## config.mk

```make
export PLATFORM = sky130hd
export DESIGN_NAME = lorentzian_density_accumulator_core
export DESIGN_NICKNAME = d
export VERILOG_FILES = /design/src/rtl/lda_pkg.sv /design/src/rtl/lda_regs.sv /design/src/rtl/lda_mul.sv /design/src/rtl/lda_div.sv /design/src/rtl/lorentzian_density_accumulator_core.sv
export SDC_FILE = /design/constraint.sdc
export NUM_CORES = 2
export LEC_CHECK = 0
export ABC_CLOCK_PERIOD_IN_PS = 27700
export BUFFER_PORTS_ARGS = -buffer_cell sky130_fd_sc_hd__buf_2
export CORE_MARGIN = 1.5
export CORE_UTILIZATION = 60
export DETAILED_ROUTE_END_ITERATION = 8
export GPL_TIMING_DRIVEN = 0
export PLACE_DENSITY = 0.77
export SYNTH_ARGS = -nofsm -noshare
export SYNTH_HDL_FRONTEND = slang
export SYNTH_SLANG_ARGS = --single-unit
export TNS_END_PERCENT = 1
```

## constraint.sdc

```tcl
create_clock -name clk -period 27.7 [get_ports clk]
set_input_delay 1.385 -clock clk [delete_from_list [all_inputs] [get_ports clk]]
set_output_delay 1.385 -clock clk [all_outputs]
set_load 0.02 [all_outputs]
```

## src/rtl/lda_pkg.sv

```systemverilog
// Package for the Lorentzian density accumulator: word types, register map,
// fixed datapath widths and the control struct of the shared divider.
// No dependencies; every rtl file imports it.
package lda_pkg;

  // Fixed widths set by the word fields
  localparam int ENERGY_W   = 32;
  localparam int BROAD_W    = 31;
  localparam int KPT_W      = 16;
  localparam int DENS_W     = 32;
  localparam int ABS_W      = ENERGY_W + 1;      // |probe - eigen| below 2^32
  localparam int DEN_W      = 2 * ENERGY_W + 1;  // x^2 + d^2 below 2^65
  localparam int PI_W       = 34;
  localparam int MUL_A_W    = ABS_W;
  localparam int MUL_B_W    = PI_W;
  localparam int MUL_P_W    = MUL_A_W + MUL_B_W;
  localparam int SUM_MAX_W  = 64;
  localparam int PROD_W     = SUM_MAX_W + PI_W;  // sum * pi before scaling
  localparam int HALF_W     = SUM_MAX_W / 2;

  // pi in Q2.32, rounded
  localparam logic [PI_W-1:0] PI_Q32 = 34'd13493037705;

  // Parameter defaults
  localparam int FRACTION_BITS_DEF = 20;
  localparam int SUM_WIDTH_DEF     = 64;

  // Configuration port
  localparam int CFG_AW = 3;
  localparam int CFG_DW = 32;
  localparam logic [BROAD_W-1:0] BROAD_RST = 31'd10486;
  localparam logic [KPT_W-1:0]   KPT_RST   = 16'd1;

  typedef enum logic [0:0] {
    REG_BROADENING = 1'b0,
    REG_KPOINT     = 1'b1
  } reg_idx_t;

  typedef struct packed {
    logic [BROAD_W-1:0] broadening;
    logic [KPT_W-1:0]   kpoint_count;
  } cfg_regs_t;

  // Channel words
  typedef struct packed {
    logic signed [ENERGY_W-1:0] probe_energy;
    logic signed [ENERGY_W-1:0] eigen_energy;
    logic                       last_item;
  } in_word_t;

  typedef struct packed {
    logic [DENS_W-1:0] density;
    logic              overflow;
  } out_word_t;

  // Divider control from the sequencer
  typedef struct packed {
    logic load;   // take new operands, clear quotient
    logic step;   // one restoring step
    logic shift;  // shift a dividend bit into the remainder this step
  } div_ctl_t;

endpackage

```

## src/rtl/lda_regs.sv

```systemverilog
// APB-style configuration registers: broadening and k-point count.
// Depends on lda_pkg.
module lda_regs
  import lda_pkg::*;
(
  input  logic              clk,
  input  logic              rst_n,
  input  logic              psel,
  input  logic              penable,
  input  logic              pwrite,
  input  logic [CFG_AW-1:0] paddr,
  input  logic [CFG_DW-1:0] pwdata,
  output logic [CFG_DW-1:0] prdata,
  output logic              pready,
  output cfg_regs_t         cfg
);

  cfg_regs_t cfg_r;
  reg_idx_t  idx;
  logic      wr_en;

  assign idx    = reg_idx_t'(paddr[CFG_AW-1]);
  assign wr_en  = psel & penable & pwrite;
  assign pready = 1'b1;
  assign cfg    = cfg_r;

  // register write, access phase
  always_ff @(posedge clk) begin
    if (!rst_n) begin
      cfg_r.broadening   <= BROAD_RST;
      cfg_r.kpoint_count <= KPT_RST;
    end else if (wr_en) begin
      unique case (idx)
        REG_BROADENING: cfg_r.broadening   <= pwdata[BROAD_W-1:0];
        REG_KPOINT:     cfg_r.kpoint_count <= pwdata[KPT_W-1:0];
      endcase
    end
  end

  // read mux
  always_comb begin
    unique case (idx)
      REG_BROADENING: prdata = CFG_DW'(cfg_r.broadening);
      REG_KPOINT:     prdata = CFG_DW'(cfg_r.kpoint_count);
    endcase
  end

endmodule

```

## src/rtl/lda_mul.sv

```systemverilog
// Shared unsigned multiplier with a registered product, used for x^2, d^2
// and the two halves of sum * pi. Depends on lda_pkg.
module lda_mul
  import lda_pkg::*;
(
  input  logic               clk,
  input  logic [MUL_A_W-1:0] a,
  input  logic [MUL_B_W-1:0] b,
  output logic [MUL_P_W-1:0] p
);

  logic [MUL_P_W-1:0] p_r;

  always_ff @(posedge clk) begin
    p_r <= MUL_P_W'(a) * MUL_P_W'(b);
  end

  assign p = p_r;

endmodule

```

## src/rtl/lda_div.sv

```systemverilog
// Shared restoring radix-2 divider, one quotient bit per step.
// Serves the Lorentzian term and the final division by the k-point count.
// Depends on lda_pkg.
module lda_div
  import lda_pkg::*;
#(
  parameter int QW = 53,   // quotient bits kept
  parameter int PW = 50    // dividend bits shifted in
) (
  input  logic             clk,
  input  div_ctl_t         ctl,
  input  logic [DEN_W-1:0] ld_rem,
  input  logic [DEN_W-1:0] ld_den,
  input  logic [PW-1:0]    ld_dvd,
  output logic [QW-1:0]    quo
);

  logic [DEN_W-1:0] rem_r;
  logic [DEN_W-1:0] den_r;
  logic [PW-1:0]    dvd_r;
  logic [QW-1:0]    quo_r;

  logic [DEN_W:0]   rem2;
  logic [DEN_W+1:0] diff;
  logic             ge;

  // partial remainder, trial subtract
  assign rem2 = ctl.shift ? {rem_r, dvd_r[PW-1]} : {1'b0, rem_r};
  assign diff = {1'b0, rem2} - {2'b00, den_r};
  assign ge   = ~diff[DEN_W+1];

  always_ff @(posedge clk) begin
    if (ctl.load) begin
      rem_r <= ld_rem;
      den_r <= ld_den;
      dvd_r <= ld_dvd;
      quo_r <= '0;
    end else if (ctl.step) begin
      rem_r <= ge ? diff[DEN_W-1:0] : rem2[DEN_W-1:0];
      quo_r <= {quo_r[QW-2:0], ge};
      if (ctl.shift) begin
        dvd_r <= {dvd_r[PW-2:0], 1'b0};
      end
    end
  end

  assign quo = quo_r;

endmodule

```

## src/rtl/lorentzian_density_accumulator_core.sv

```systemverilog
// Lorentzian density accumulator, top level and sequencer. A word keeps in_ready low while its
// distance and the broadening are squared, the term is divided out by the radix-2 divider
// (skipped on a zero denominator) and added to the sum; a last word also holds it through pi
// scaling, the k-point division and, while an earlier result waits, the result stage. Synchronous
// active-low reset clears the sum, the saturation mark, the sequencer and the registers
// (broadening 10486, k-point count 1). Uses lda_pkg.
module lorentzian_density_accumulator_core
  import lda_pkg::*;
#(
  parameter int FRACTION_BITS = FRACTION_BITS_DEF,
  parameter int SUM_WIDTH     = SUM_WIDTH_DEF
) (
  input  logic              clk,
  input  logic              rst_n,
  // input words
  input  logic              in_valid,
  output logic              in_ready,
  input  in_word_t          in_data,
  // result words
  output logic              out_valid,
  input  logic              out_ready,
  output out_word_t         out_data,
  // configuration
  input  logic              psel,
  input  logic              penable,
  input  logic              pwrite,
  input  logic [CFG_AW-1:0] paddr,
  input  logic [CFG_DW-1:0] pwdata,
  output logic [CFG_DW-1:0] prdata,
  output logic              pready
);

  localparam int SUM_FRAC   = SUM_WIDTH / 2;
  localparam int TERM_STEPS = FRACTION_BITS + SUM_FRAC + 1;
  localparam int PW         = SUM_WIDTH + PI_W - SUM_FRAC - 16;
  localparam int QW         = (TERM_STEPS > PW) ? TERM_STEPS : PW;
  localparam int CW         = (QW > SUM_WIDTH) ? QW : SUM_WIDTH;
  localparam int CNT_W      = $clog2(QW + 1);
  localparam int SHR        = SUM_FRAC + 16;

  typedef enum logic [3:0] {
    ST_IDLE,
    ST_SQX,    // multiply |x| * |x|
    ST_SQD,    // multiply d * d, keep x^2
    ST_DEN,    // form denominator, load divider
    ST_DIVT,   // term division
    ST_ACC,    // saturating accumulate
    ST_MULH,   // sum high half * pi
    ST_MULL,   // sum low half * pi
    ST_FLD,    // form scaled product, load divider
    ST_DIVF,   // division by k-point count
    ST_FIN     // saturate and present result
  } state_t;

  state_t              state_r, state_nxt;
  logic [SUM_WIDTH-1:0] sum_r;
  logic                sat_r;
  logic                last_r;
  logic                zden_r;
  logic                first_r;
  logic [CNT_W-1:0]    cnt_r;
  logic                out_valid_r;
  out_word_t           out_data_r;
  logic [ABS_W-1:0]    ax_r;
  logic [DEN_W-1:0]    xsq_r;
  logic [MUL_P_W-2:0]  acc_r;

  cfg_regs_t           cfg;
  logic                in_acc;
  logic [ABS_W-1:0]    diff;
  logic [ABS_W-1:0]    ax;
  logic [MUL_A_W-1:0]  mul_a;
  logic [MUL_B_W-1:0]  mul_b;
  logic [MUL_P_W-1:0]  mul_p;
  logic [DEN_W-1:0]    den_sum;
  logic [63:0]         sum64;
  logic [MUL_P_W-2:0]  prod_hi;
  logic [PROD_W-1:0]   prod;
  logic [KPT_W-1:0]    kpt;
  div_ctl_t            div_ctl;
  logic [DEN_W-1:0]    ld_rem;
  logic [DEN_W-1:0]    ld_den;
  logic [PW-1:0]       ld_dvd;
  logic [QW-1:0]       quo;
  logic [SUM_WIDTH-1:0] term;
  logic [SUM_WIDTH:0]  sum_add;
  logic                fin_go;
  logic                res_sat;

  lda_regs u_regs (
    .clk     (clk),
    .rst_n   (rst_n),
    .psel    (psel),
    .penable (penable),
    .pwrite  (pwrite),
    .paddr   (paddr),
    .pwdata  (pwdata),
    .prdata  (prdata),
    .pready  (pready),
    .cfg     (cfg)
  );

  lda_mul u_mul (
    .clk (clk),
    .a   (mul_a),
    .b   (mul_b),
    .p   (mul_p)
  );

  lda_div #(
    .QW (QW),
    .PW (PW)
  ) u_div (
    .clk    (clk),
    .ctl    (div_ctl),
    .ld_rem (ld_rem),
    .ld_den (ld_den),
    .ld_dvd (ld_dvd),
    .quo    (quo)
  );

  assign in_ready  = (state_r == ST_IDLE);
  assign in_acc    = in_valid & in_ready;
  assign out_valid = out_valid_r;
  assign out_data  = out_data_r;

  // |probe - eigen|, exact in 33 bits
  assign diff = {in_data.probe_energy[ENERGY_W-1], in_data.probe_energy}
              - {in_data.eigen_energy[ENERGY_W-1], in_data.eigen_energy};
  assign ax   = diff[ABS_W-1] ? (~diff + 1'b1) : diff;

  // multiplier operand select
  assign sum64 = 64'(sum_r);
  always_comb begin
    unique case (state_r)
      ST_SQX: begin
        mul_a = ax_r;
        mul_b = MUL_B_W'(ax_r);
      end
      ST_SQD: begin
        mul_a = MUL_A_W'(cfg.broadening);
        mul_b = MUL_B_W'(cfg.broadening);
      end
      ST_MULH: begin
        mul_a = MUL_A_W'(sum64[63:HALF_W]);
        mul_b = PI_Q32;
      end
      ST_MULL: begin
        mul_a = MUL_A_W'(sum64[HALF_W-1:0]);
        mul_b = PI_Q32;
      end
      default: begin
        mul_a = '0;
        mul_b = '0;
      end
    endcase
  end

  // denominator and scaled product
  assign den_sum = xsq_r + mul_p[DEN_W-1:0];
  assign prod_hi = acc_r + (MUL_P_W-1)'(mul_p[MUL_P_W-1:HALF_W]);
  assign prod    = {prod_hi, mul_p[HALF_W-1:0]};
  assign kpt     = (cfg.kpoint_count == '0) ? KPT_W'(1) : cfg.kpoint_count;

  // divider control and operands
  always_comb begin
    div_ctl.load  = 1'b0;
    div_ctl.step  = (state_r == ST_DIVT) || (state_r == ST_DIVF);
    div_ctl.shift = !first_r;
    ld_rem        = DEN_W'(cfg.broadening);
    ld_den        = den_sum;
    ld_dvd        = '0;
    if (state_r == ST_DEN) begin
      div_ctl.load = (den_sum != '0);
    end else if (state_r == ST_FLD) begin
      div_ctl.load = 1'b1;
      ld_rem       = '0;
      ld_den       = DEN_W'(kpt);
      ld_dvd       = prod[SHR +: PW];
    end
  end

  // saturated term and sum
  always_comb begin
    if (zden_r || (CW'(quo) > CW'({SUM_WIDTH{1'b1}}))) begin
      term = {SUM_WIDTH{1'b1}};
    end else begin
      term = SUM_WIDTH'(quo);
    end
  end
  assign sum_add = {1'b0, sum_r} + {1'b0, term};
  assign res_sat = (quo[QW-1:DENS_W] != '0);
  assign fin_go  = (state_r == ST_FIN) && (!out_valid_r || out_ready);

  // next state
  always_comb begin
    state_nxt = state_r;
    unique case (state_r)
      ST_IDLE: if (in_acc) state_nxt = ST_SQX;
      ST_SQX:  state_nxt = ST_SQD;
      ST_SQD:  state_nxt = ST_DEN;
      ST_DEN:  state_nxt = (den_sum == '0) ? ST_ACC : ST_DIVT;
      ST_DIVT: if (cnt_r == CNT_W'(1)) state_nxt = ST_ACC;
      ST_ACC:  state_nxt = last_r ? ST_MULH : ST_IDLE;
      ST_MULH: state_nxt = ST_MULL;
      ST_MULL: state_nxt = ST_FLD;
      ST_FLD:  state_nxt = ST_DIVF;
      ST_DIVF: if (cnt_r == CNT_W'(1)) state_nxt = ST_FIN;
      ST_FIN:  if (fin_go) state_nxt = ST_IDLE;
      default: state_nxt = ST_IDLE;
    endcase
  end

  // sequencer state, accumulator and result word
  always_ff @(posedge clk) begin
    if (!rst_n) begin
      state_r     <= ST_IDLE;
      sum_r       <= '0;
      sat_r       <= 1'b0;
      last_r      <= 1'b0;
      zden_r      <= 1'b0;
      first_r     <= 1'b0;
      cnt_r       <= '0;
      out_valid_r <= 1'b0;
      out_data_r  <= '0;
    end else begin
      state_r <= state_nxt;
      // a new result replaces one taken in the same cycle
      if (fin_go) begin
        out_valid_r <= 1'b1;
      end else if (out_valid_r && out_ready) begin
        out_valid_r <= 1'b0;
      end
      unique case (state_r)
        ST_IDLE: if (in_acc) last_r <= in_data.last_item;
        ST_DEN: begin
          zden_r  <= (den_sum == '0);
          first_r <= 1'b1;
          cnt_r   <= CNT_W'(TERM_STEPS);
        end
        ST_DIVT, ST_DIVF: begin
          first_r <= 1'b0;
          cnt_r   <= cnt_r - 1'b1;
        end
        ST_ACC: begin
          sum_r <= sum_add[SUM_WIDTH] ? {SUM_WIDTH{1'b1}} : sum_add[SUM_WIDTH-1:0];
          sat_r <= sat_r | sum_add[SUM_WIDTH] | zden_r;
        end
        ST_FLD: begin
          first_r <= 1'b0;
          cnt_r   <= CNT_W'(PW);
        end
        ST_FIN: begin
          if (fin_go) begin
            out_data_r.density   <= res_sat ? {DENS_W{1'b1}} : quo[DENS_W-1:0];
            out_data_r.overflow  <= sat_r | res_sat;
            sum_r                <= '0;
            sat_r                <= 1'b0;
          end
        end
        default: ;
      endcase
    end
  end

  // datapath registers
  always_ff @(posedge clk) begin
    if (in_acc) ax_r <= ax;
    if (state_r == ST_SQD) xsq_r <= mul_p[DEN_W-1:0];
    if (state_r == ST_MULL) acc_r <= mul_p[MUL_P_W-2:0];
  end

  // checks
  a_busy_after_accept: assert property (@(posedge clk) disable iff (!rst_n)
    in_valid && in_ready |=> !in_ready)
    else $error("input taken again while a word is in progress");

  a_result_from_fin: assert property (@(posedge clk) disable iff (!rst_n)
    $rose(out_valid) |-> $past(state_r == ST_FIN))
    else $error("result raised outside the final state");

  a_clear_after_emit: assert property (@(posedge clk) disable iff (!rst_n)
    fin_go |=> (sum_r == '0) && !sat_r)
    else $error("sum or saturation mark not cleared after result");

  a_step_count: assert property (@(posedge clk) disable iff (!rst_n)
    (state_r == ST_DIVT || state_r == ST_DIVF) |-> (cnt_r != '0) && (cnt_r <= CNT_W'(QW)))
    else $error("divider step count out of range");

endmodule

```

==> results.md <==
* Tcrit/Tclk final at 0.5142
* Fraction of layout cells with a size suffix above 1 at 0.06628
* Pre-antenna DRT Iters at 9
* Critical path class: register to register
* Register area share after synthesis at 0.2140
* Yosys top cell area share at 0.2673
* Antenna Nets Post-Route at 0
* Setup TNS at 0 ps
* Data arrival, critical path at 14850 ps
* Max-slew violations at 78
* Synth cell types at 85
* Crit path time final at 14240 ps
* Power density cells at 61.06 nW/um^2
* Syn. warnings at 0
* Switch Pwr at 2399 uW
* GRT Util Overall at 0.4927
* Pint at 2491 uW
* Buffers added on ports at 167
* WL/cell at 30.30 um
* DP Wirelength at 251500 um
* Final #Nets at 10260
* Clock sink count at 623
* Post-CTS Resized at 0
* Gate power share at 0.542
* Overall die area at 126100 um^2
* Slew headroom at -0.1239
* Initial Util at 0.6078
* CTS tree: yes
* Core Area at 122400 um^2
* Worst-path cell with the longest stage delay: buf_2
* DRT iter0 DRCs at 9660
* Crit-path max FO at 33
* Filler Cells Inserted at 10080
* Total power at 4890 uW
* Status: complete, but fails checks
* Post-synthesis cell area at 74370 um^2
* HP Class: register to register
* CTS root buf: clkbuf_16
* Area growth from synthesis to layout at 7.687%
* Leading area contributor after synthesis: fa_1
* Die width at 355.1 um
* Switching part of the total power at 0.4906
* Crit-path max cell delay at 840 ps
* Largest cells by area after synthesis: fa_1 27%, edfxtp_1 14%, ha_1 8.9%
* CTS max path bufs at 3
* Number of global-route vias before repair at 66100
* Io pins at 175
* Syn Inst Count at 8374
* Post-synth top cells: 1217 x inv_1, 1112 x nand2_1, 993 x fa_1
* Final Setup Violations at 0
* Post-CTS Setup Inserts at 0
* WP data required at 28310 ps
* Clock Latency Late Sink at 710 ps
* Violated checks: capacitance limit, slew limit
* Clock transition at path regs at 70 ps
* Final wirelength at 313400 um
* Leakage at 0.03700 uW
* Final GP Congestion at 1.130
* DRC at 0
* TritonCTS buffer count at 70
* Die H at 355.1 um
* Fmax at 70.21 MHz
* RSZ-0062 raised after global routing: no
* Max Cap Violations at 10
* Syn_area_per_cell at 8.881 um^2
* Seq pwr share at 0.254
* First-pass GRT wire length at 443800 um
* Cell mode on critical path: fa_1
* Std cell rows at 128
* Final hold viol count at 0
* Largest net degree at the start of global routing at 75
* Startpoint types: register
* Clock Skew at 54.22 ps
* DR vias at 67600
* Fraction of registers with async set/reset at 0
* Most frequent cell after synthesis: inv_1
* Yosys reg bits at 623
* Initial antenna violation count at 38
* Main synth FF type: edfxtp_1
* EDFF count, synth at 344
* Remaining Overflow, GRT at 0
* Post-cts hold buffer count at 0
* Drt via density at 6.537
* Peak supply drop at 72.89 uV
* CP endpoint kind: register
* H-tree Lvls at 3
* Worst-Margin Slew at 1686 ps
* Clock power share at 0.204
-- power groups by stage --
| stage | Combinational, uW | Clock, uW | Sequential [uW] |
|---|---|---|---|
| 6_report | 2650 | 995 | 1240 |
| 5_1_grt | 2760 | 1030 | 1240 |
| 4_1_cts | 2490 | 989 | 1230 |
| 3_5_place_dp | 2460 | 0 | 1250 |
| 3_3_place_gp | 2400 | 0 | 1250 |
| 2_1_floorplan | 1510 | 0 | 1160 |
-- state kept, by name, summed over array words and instances (netlist names), 4 cells and up --
name / count
u_div.dvd_r: 50
u_div.quo: 53
xsq_r: 65
acc_r: 66
u_div.rem_r: 65
out_data: 33
u_mul.p: 67
sum64: 64
state_r: 4
ax_r: 33
u_div.den_r: 65
u_regs.cfg: 47
cnt_r: 6
-- cell usage in the layout (no fill, tap or decap), types with 69 or more instances in the layout --
cell       instances
a21o_1           192
a21oi_1          557
dfxtp_1          279
nand3_1           81
ha_1             528
edfxtp_1         344
nor2b_1           85
o21ai_0          228
nand4_1           97
xnor2_1          197
nand2_1         1111
clkbuf_1         390
buf_2            189
clkbuf_16         75
a22o_1            69
mux2_2            84
xor2_1           141
fa_1             993
nor2_1           779
or2_2             78
inv_1           1217
-- per-stage QoR --
step                area (um^2)  utilization  setup slack, ps  hold WS, ps  std cells
finish                    80080       0.6545            13460        474.3      10340
floorplan                 74370            -            15990        412.3       8375
global route              80040       0.6541            13270        489.7      10320
detailed placement        77580       0.6341            14180        470.2      10190
global placement          77240       0.6313            11410        449.8      10170
CTS                       80000       0.6538            14110        472.9      10310
-- cells by family (layout without fill, tap and decap cells) --
logic type      after synthesis  after routing  synth area share
compound gates             1574           1574            0.1384
xor+xnor                    338            338           0.03981
fa+ha+maj                  1521           1521            0.3561
buf+inv                    1657           1973           0.08446
flops                       623            623            0.2140
mux                         132            132           0.01918
other cells                   2             28         0.0001010
simple gates               2527           2527            0.1479
-- final timing paths --
path                   start     endpoint  slack [ps]  cells after the start
setup / recovery  state_r[3]  u_mul.p[62]       13460                     38
hold / removal    u_mul.p[6]     acc_r[6]         470                      0
setup reg to reg  state_r[3]  u_mul.p[62]       13460                     38
hold reg to reg   u_mul.p[6]     acc_r[6]         470                      0
-- per-layer routing --
metal	global-route usage	routed length [um]
met5	0.006415	478
met4	0.3471	27930
met3	0.2127	48670
met2	0.7085	128100
met1	0.5926	108200
-- worst max-delay path, delay by kind of cell (launching register included) --
kind            cells  cell delay (ps)
xor+xnor            1              160
simple gates        5             1660
fa+ha+maj           9             4440
compound gates     11             4040
flops               1              300
buf+inv            12             3490
-- final cells by class --
| type | count | area, um^2 | share of cell area |
|---|---|---|---|
| well taps | 1625 | 2033 | 0.02539 |
| diodes | 25 | 62.56 | 0.0007812 |
| inverters | 1232 | 4627 | 0.05778 |
| repair buffers | 187 | 1104 | 0.01378 |
| clock inverters | 30 | 350.3 | 0.004375 |
| plain buffers | 425 | 1662 | 0.02075 |
| clock buffers | 99 | 2067 | 0.02581 |
| multi-input cells | 6095 | 52260 | 0.6526 |
| flip-flops and latches | 623 | 15920 | 0.1987 |
(Power assumes the default switching activity.)
